--- src/sv/psnm_pkg.sv ---
// Shared types and constants for the nearest-point store.
package psnm_pkg;

	typedef enum logic [1:0] {
		CMD_INSERT  = 2'd0,
		CMD_REMOVE  = 2'd1,
		CMD_SHIFT   = 2'd2,
		CMD_NEAREST = 2'd3
	} cmd_t;

	localparam logic [2:0] ST_OK       = 3'd0;
	localparam logic [2:0] ST_DUP      = 3'd1;
	localparam logic [2:0] ST_FULL     = 3'd2;
	localparam logic [2:0] ST_NOTFOUND = 3'd3;
	localparam logic [2:0] ST_EMPTY    = 3'd4;

	localparam int IN_W = 16;

	// Command as it sits in the queue between front and back
	typedef struct packed {
		cmd_t             cmd;
		logic [IN_W-1:0]  px;
		logic [IN_W-1:0]  py;
	} cmd_item_t;

endpackage

--- src/sv/psnm_front.sv ---
// Front end: two-entry command queue between the input and the sequencer.
module psnm_front (
	input  logic                  clk,
	input  logic                  arst_n,
	input  logic                  in_valid,
	output logic                  in_ready,
	input  psnm_pkg::cmd_item_t   in_item,
	output logic                  q_valid,
	input  logic                  q_ready,
	output psnm_pkg::cmd_item_t   q_item
);
	import psnm_pkg::*;

	cmd_item_t  mem_q [2];
	logic       wp_q, rp_q;
	logic [1:0] cnt_q;
	logic       push, pop;

	assign in_ready = (cnt_q != 2'd2);
	assign q_valid  = (cnt_q != 2'd0);
	assign q_item   = mem_q[rp_q];
	assign push     = in_valid && in_ready;
	assign pop      = q_valid && q_ready;

	// queue payload
	always_ff @(posedge clk) begin
		if (push)
			mem_q[wp_q] <= in_item;
	end

	// queue pointers
	always_ff @(posedge clk or negedge arst_n) begin
		if (!arst_n) begin
			wp_q  <= 1'b0;
			rp_q  <= 1'b0;
			cnt_q <= 2'd0;
		end else begin
			if (push)
				wp_q <= ~wp_q;
			if (pop)
				rp_q <= ~rp_q;
			cnt_q <= cnt_q + {1'b0, push} - {1'b0, pop};
		end
	end

endmodule

--- src/sv/psnm_back.sv ---
// Back end: sequencer scanning the point memory one entry per cycle.
module psnm_back #(
	parameter int CAPACITY   = 64,
	parameter int COORD_BITS = 16
) (
	input  logic                  clk,
	input  logic                  arst_n,
	input  logic                  q_valid,
	output logic                  q_ready,
	input  psnm_pkg::cmd_item_t   q_item,
	output logic                  out_valid,
	input  logic                  out_ready,
	output logic [2:0]            status,
	output logic [15:0]           nearest_x,
	output logic [15:0]           nearest_y,
	output logic [16:0]           distance,
	output logic [6:0]            point_count,
	output logic                  store_empty
);
	import psnm_pkg::*;

	localparam int AW = (CAPACITY > 1) ? $clog2(CAPACITY) : 1;
	localparam int CW = $clog2(CAPACITY + 1);
	localparam int CB = COORD_BITS;
	localparam int DW = CB + 1;

	typedef enum logic [2:0] {S_IDLE, S_SCAN, S_LAST, S_MOVE, S_DONE} state_t;

	state_t          state_q;
	logic [2*CB-1:0] mem [CAPACITY];
	logic [2*CB-1:0] rd_q;
	cmd_t            cmd_q;
	logic [CB-1:0]   px_q, py_q;
	logic [CW-1:0]   cnt_q;
	logic [CW-1:0]   idx_q;    // address issued
	logic [CW-1:0]   cidx_q;   // address of rd_q
	logic            rdv_q;
	logic            found_q;
	logic [DW-1:0]   bd_q;
	logic [2*CB-1:0] best_q;

	logic            we;
	logic [AW-1:0]   waddr;
	logic [2*CB-1:0] wdata;
	logic [AW-1:0]   raddr;

	// coordinate wrap of the 16-bit input fields
	function automatic logic [CB-1:0] to_coord(input logic [15:0] v);
		logic [47:0] s;
		s = {{32{v[15]}}, v};
		return s[CB-1:0];
	endfunction

	function automatic logic [15:0] to_out(input logic [CB-1:0] v);
		logic [47:0] s;
		s = {{(48-CB){v[CB-1]}}, v};
		return s[15:0];
	endfunction

	// Manhattan distance of the entry being read
	logic signed [CB:0] dx, dy;
	logic [CB:0]        ax, ay;
	logic [DW-1:0]      d;
	logic [CB-1:0]      rx, ry;
	assign rx = rd_q[2*CB-1:CB];
	assign ry = rd_q[CB-1:0];
	assign dx = $signed({px_q[CB-1], px_q}) - $signed({rx[CB-1], rx});
	assign dy = $signed({py_q[CB-1], py_q}) - $signed({ry[CB-1], ry});
	assign ax = dx[CB] ? -dx : dx;
	assign ay = dy[CB] ? -dy : dy;
	assign d  = ax + ay;

	logic match;
	assign match = rdv_q && (rd_q == {px_q, py_q});

	assign q_ready = (state_q == S_IDLE) && !out_valid;
	assign raddr   = idx_q[AW-1:0];

	// memory
	always_ff @(posedge clk) begin
		if (we)
			mem[waddr] <= wdata;
		rd_q <= mem[raddr];
	end

	// write port: append, shifted copy or gap close
	always_comb begin
		we    = 1'b0;
		waddr = cidx_q[AW-1:0];
		wdata = rd_q;
		if (state_q == S_LAST && cmd_q == CMD_INSERT && !found_q
		    && cnt_q != CW'(CAPACITY)) begin
			we    = 1'b1;
			waddr = cnt_q[AW-1:0];
			wdata = {px_q, py_q};
		end else if (rdv_q && cmd_q == CMD_SHIFT) begin
			we    = 1'b1;
			wdata = {rx + px_q, ry + py_q};
		end else if (rdv_q && cmd_q == CMD_REMOVE && found_q) begin
			we    = 1'b1;
			waddr = AW'(cidx_q - 1'b1);
		end
	end

	// sequencer
	always_ff @(posedge clk or negedge arst_n) begin
		if (!arst_n) begin
			state_q   <= S_IDLE;
			cnt_q     <= '0;
			out_valid <= 1'b0;
			rdv_q     <= 1'b0;
			found_q   <= 1'b0;
		end else begin
			if (out_valid && out_ready)
				out_valid <= 1'b0;
			unique case (state_q)
				S_IDLE: begin
					rdv_q <= 1'b0;
					if (q_valid && q_ready) begin
						cmd_q   <= q_item.cmd;
						px_q    <= to_coord(q_item.px);
						py_q    <= to_coord(q_item.py);
						idx_q   <= '0;
						found_q <= 1'b0;
						bd_q    <= '1;
						state_q <= (cnt_q == '0) ? S_LAST : S_SCAN;
					end
				end
				S_SCAN: begin
					rdv_q  <= 1'b1;
					cidx_q <= idx_q;
					idx_q  <= idx_q + 1'b1;
					if (idx_q + 1'b1 == cnt_q)
						state_q <= S_MOVE;
					if (match)
						found_q <= 1'b1;
					if (rdv_q && d < bd_q) begin
						bd_q   <= d;
						best_q <= rd_q;
					end
				end
				S_MOVE: begin
					// evaluate the final entry
					rdv_q   <= 1'b0;
					state_q <= S_LAST;
					if (match)
						found_q <= 1'b1;
					if (rdv_q && d < bd_q) begin
						bd_q   <= d;
						best_q <= rd_q;
					end
				end
				S_LAST: begin
					state_q <= S_DONE;
				end
				S_DONE: begin
					out_valid   <= 1'b1;
					nearest_x   <= '0;
					nearest_y   <= '0;
					distance    <= '0;
					status      <= ST_OK;
					state_q     <= S_IDLE;
					case (cmd_q)
						CMD_INSERT: begin
							if (found_q)
								status <= ST_DUP;
							else if (cnt_q == CW'(CAPACITY))
								status <= ST_FULL;
							else
								cnt_q <= cnt_q + 1'b1;
						end
						CMD_REMOVE: begin
							if (!found_q)
								status <= ST_NOTFOUND;
							else
								cnt_q <= cnt_q - 1'b1;
						end
						CMD_NEAREST: begin
							if (cnt_q == '0)
								status <= ST_EMPTY;
							else begin
								nearest_x <= to_out(best_q[2*CB-1:CB]);
								nearest_y <= to_out(best_q[CB-1:0]);
								distance  <= 17'(bd_q);
							end
						end
						default: ;
					endcase
				end
				default: state_q <= S_IDLE;
			endcase
		end
	end

	// count reflects the update made above
	logic [CW-1:0] cnt_out;
	assign cnt_out     = cnt_q;
	assign point_count = 7'(cnt_out);
	assign store_empty = (cnt_out == '0);

endmodule

--- src/sv/point_set_nearest_manhattan_top.sv ---
// Top level of the ordered point store with Manhattan nearest query.
// Each command scans the stored points one entry per cycle; the back end takes no new
// command until its result has been taken, and the queue takes up to two more
// meanwhile.
// Reset: arst_n clears the count and all control; point memory is not cleared.
module point_set_nearest_manhattan_top #(
	parameter int CAPACITY   = 64,
	parameter int COORD_BITS = 16
) (
	input  logic               clk,
	input  logic               arst_n,
	input  logic               in_valid,
	output logic               in_ready,
	input  logic [1:0]         command,
	input  logic signed [15:0] point_x,
	input  logic signed [15:0] point_y,
	output logic               out_valid,
	input  logic               out_ready,
	output logic [2:0]         status,
	output logic signed [15:0] nearest_x,
	output logic signed [15:0] nearest_y,
	output logic [16:0]        distance,
	output logic [6:0]         point_count,
	output logic               store_empty
);
	import psnm_pkg::*;

	cmd_item_t in_item, q_item;
	logic      q_valid, q_ready;

	assign in_item.cmd = cmd_t'(command);
	assign in_item.px  = point_x;
	assign in_item.py  = point_y;

	psnm_front u_front (
		.clk, .arst_n, .in_valid, .in_ready, .in_item,
		.q_valid, .q_ready, .q_item
	);

	psnm_back #(.CAPACITY(CAPACITY), .COORD_BITS(COORD_BITS)) u_back (
		.clk, .arst_n, .q_valid, .q_ready, .q_item,
		.out_valid, .out_ready, .status, .nearest_x, .nearest_y,
		.distance, .point_count, .store_empty
	);

	a_empty: assert property (@(posedge clk) disable iff (!arst_n)
		out_valid |-> (store_empty == (point_count == 7'd0)))
		else $error("empty flag disagrees with count");
	a_cap: assert property (@(posedge clk) disable iff (!arst_n)
		out_valid |-> (32'(point_count) <= CAPACITY))
		else $error("count above capacity");
	a_qdist: assert property (@(posedge clk) disable iff (!arst_n)
		(out_valid && status != ST_OK) |-> (distance == 17'd0))
		else $error("distance on a failed command");

endmodule

--- config.mk ---
export PLATFORM = sky130hd
export DESIGN_NAME = point_set_nearest_manhattan_top
export DESIGN_NICKNAME = d
export VERILOG_FILES = /design/src/sv/psnm_pkg.sv /design/src/sv/psnm_front.sv /design/src/sv/psnm_back.sv /design/src/sv/point_set_nearest_manhattan_top.sv
export SDC_FILE = /design/constraint.sdc
export NUM_CORES = 2
export LEC_CHECK = 0
export ABC_AREA = 1
export BUFFER_PORTS_ARGS = -buffer_cell sky130_fd_sc_hd__buf_4
export CORE_MARGIN = 8
export CORE_UTILIZATION = 60
export DETAILED_ROUTE_END_ITERATION = 8
export GPL_ROUTABILITY_DRIVEN = 0
export PLACE_DENSITY = 0.73
export SYNTH_ARGS = -nofsm -noshare
export SYNTH_HDL_FRONTEND = slang
export SYNTH_SLANG_ARGS = --single-unit
--- constraint.sdc ---
create_clock -name clk -period 8.4 [get_ports clk]
set_clock_uncertainty 0.1 [all_clocks]
set_input_delay 0.42 -clock clk [delete_from_list [all_inputs] [get_ports clk]]
set_output_delay 0.42 -clock clk [all_outputs]
set_load 0.01 [all_outputs]
==> summary.md <==
| Metric | Value |
|---|---|
| Worst slew margin | 0.263 |
| Die Area | 0.168 mm² |
| Leading area contributor after synthesis | edfxtp_1 |
| FP Rows | 144 |
| Slew @ Worst Pin | between 1 and 1.5 ns |
| Clk slew on worst S/H paths | approximately 0.060 ns |
| Pre-Repair DR Iteration Count | 6 |
| Detailed Route Iter0 Violations | around 9600 |
| Endpoints failing hold | 0 |
| Crit path time final | ~6.3 ns |
| Top cell type's share of synthesized area | 0.732 |
| CTS HTree Levels | 4 |
| Largest net degree at the start of global routing | 152 |
| Cell Pwr Density | between 400 and 500 mW/mm² |
| CTS Sinks | roughly 2300 |
| Die X | approximately 410 µm |
| Simple-gate portion of the synthesized area | 0.0708 |
| CTS resizes | 0 |
| Status | finished, final reports clean |
| Post-Layout Inst Area | 0.104 mm² |
| Worst-Skew Late Latency | around 0.86 ns |
| Nets | 7100 |
| Max-slew violations | 0 |
| CTS tree | built |
| Synth Flop Type | edfxtp_1 |
| Layout cell share with drive strength beyond 1 | 0.101 |
| Max IR drop VDD | around 0.65 mV |
| Vias | just over 60000 |
| Total CTS buffers | between 200 and 250 |
| Syn_nets | roughly 7000 |
| Number of global-route vias before repair | 58900 |
| Post-Synthesis Cells | about 7000 |
| DIE HEIGHT | slightly above 400 µm |
| Worst min path class | input port to flip-flop |
| Max-Cap Viols | 0 |
| Initial antenna violation count | 9 |
| Largest family of logic cells by synthesized area | compound AO/OA/AOI/OAI gates |
| Final setup fails | 0 |
| Setup TNS after final layout | 0 ns |
| Required time worst endpoint | between 8 and 9 ns |
| Leakage | ~35 nW |
| Period utilization | 0.756 |
| Synth cell types | 48 |
| PortBufs | 99 |
| Initial Utilization | 0.604 |
| Most common cell after layout, fill and taps aside | edfxtp_1 |
| Total grt overflow | 0 |
| DR DRC count | 0 |
| RSZ-0062 raised after global routing | false |
| CP endpoint kind | flip-flop |
| Crit Path Class | flip-flop to flip-flop |
| DP Area | a little under 0.1 mm² |
| Ys Warns | 0 |
| Post-synthesis cell area | about 0.093 mm² |
| Total GRT Usage | 0.309 |
| Worst hold slack | 0.188 ns |
| Cell mode on critical path | nand2_1 |
| Slowest CP cell | o21ai_0 |
| Post-Synth XOR/XNOR Area | 0.00669 |
| Flops & latches, synth | 2313 |
| Area delta synth->final | 11.8% |
| Most frequent cells in the layout | edfxtp_1 (2264), a21oi_1 (1093), nand2_1 (957) |
| Routed vias/inst | between 6 and 7 |
| Clk root buf | clkbuf_16 |
| Post-synth EDFFs | around 2300 |
| Arrival time worst endpoint | between 6 and 7 ns |
| Fmax | between 0.15 and 0.2 GHz |
| Top area cells in the synthesized netlist | edfxtp_1 (73%), a21oi_1 (6.0%), o221ai_1 (4.5%), nand2_1 (3.9%), o21ai_0 (1.9%) |
| Synthesized area per cell | around 14 µm² |
| I/O Pins | 100 |
| Async set-reset flop share out of synthesis | 0.00735 |
| Setup repair bufs after CTS | 0 |
| Max clock buf depth | 3 |
| Hpwl dp | approximately 140 mm |
| Critical-path maximum fanout | 32 |
| Core Region | around 0.15 mm² |
| Synth Area in Adders | 0.0154 |
| # fillers | 10300 |
| Critical Path Max Stage Delay | around 0.53 ns |
| First-pass GRT wire length | a little under 400 mm |
| Setup crit start kind | flip-flop |
| Post-route ant nets | 0 |
| Mux cell area share after synthesis | 0.00412 |
| DR WL/cell | 29.2 µm |
| Final wirelength | 268 mm |
| Complex-gate fraction of the synthesized area | 0.130 |
| Sequential fraction of the synthesis area | 0.743 |
==> power breakdown <==
part | leakage (nW) | internal [mW] | switching, mW
clock | 3.31 | 5.21 | 4.23
combinational | 10.8 | 5.07 | 13.4
sequential | 20.9 | 15.6 | 0.298
total | 35.0 | 25.8 | 18.0
==> path summary, 6_finish.rpt <==
check	from	to	slack, ns	depth (start not counted)
worst max-delay path	u_back.py_q[0]	u_back.best_q[18]	2.05	32
worst min-delay path	out_ready	u_back.out_valid	0.19	3
worst max register to register	u_back.py_q[0]	u_back.best_q[18]	2.05	32
worst min register to register	u_back.rd_q[31]	u_back.best_q[31]	0.34	0
max in group asynchronous	arst_n	u_front.cnt_q[1]	6.87	3
min in group asynchronous	arst_n	u_back.point_count[1]	0.75	3
==> state kept, by name, indices dropped and copies added, names as in the netlist, 3 cells and up <==
signal              count
u_back.best_q          32
u_back.nearest_x       16
u_back.point_count      7
u_back.state_q          3
u_front.mem_q          68
u_back.py_q            16
u_back.cidx_q           6
u_back.nearest_y       16
u_back.bd_q            17
u_back.idx_q            7
u_back.mem           2048
u_back.distance        17
u_back.status           3
u_back.rd_q            32
u_back.px_q            16
==> cells by family after synthesis <==
logic type / Yosys count
AO/OA/AOI/OAI: 2015
XOR/XNOR: 71
flip-flops: 2313
AND/OR/NAND/NOR: 1600
adder cells (fa/ha/maj): 111
multiplexers: 34
buffers and inverters: 731
==> cell usage after synthesis, types with 22 or more instances <==
| cell type | number |
|---|---|
| inv_1 | 296 |
| clkbuf_1 | 368 |
| buf_2 | 38 |
| nand3_1 | 262 |
| nand2_1 | 967 |
| a211oi_1 | 39 |
| a21oi_1 | 1105 |
| nor2_1 | 287 |
| buf_1 | 24 |
| o21ai_0 | 352 |
| o221ai_1 | 480 |
| mux2_2 | 34 |
| edfxtp_1 | 2264 |
| nand4_1 | 22 |
| ha_1 | 105 |
| xor2_1 | 55 |
| dfxtp_1 | 32 |
==> area by class of cell <==
type,count,area [µm²],share of cell area
inverter,301,1150,0.0110
sequential,2313,69100,0.665
tap,2044,2560,0.0246
clock buffer,256,5600,0.0539
clock inverter,134,1160,0.0112
antenna,3,7.51,0.0000723
multi-input combinational,3831,21900,0.211
timing repair buffer,290,2430,0.0234
==> per-stage QoR <==
step                      std cells  utilization  total power, mW  worst slack [ns]
after floorplan                6875            -             27.7              1.33
after global placement         8741        0.629             33.5              2.26
after detailed placement       8741        0.629             34.0              2.18
after CTS                      9169        0.675             43.4              2.17
after global routing           9169        0.675             45.8              1.65
final                          9172        0.675             43.8              2.05
==> repair_timing <==
action | 4_1_cts | 5_1_grt
hold endpoints to repair | 88 | 0
hold buffers | 38 | 0
endpoints found under the setup margin | 0 | 0
==> routing by layer <==
metal / vias up / wire length, µm / GRT usage
li1: 26200 / - / -
met1: 30100 / 95200 / 0.413
met2: 4658 / 123000 / 0.480
met3: 683 / 34900 / 0.0746
met4: 4 / 14400 / 0.150
met5: - / 27 / 0
==> worst max-delay path: cells and delay by family, from the launching register on <==
kind	cells	cell delay (ns)
compound gates	6	1.54
simple gates	16	1.50
fa+ha+maj	4	1.25
buf+inv	5	0.95
flops	1	0.36
xor+xnor	1	0.20
Power figures use the tool's default switching activity.
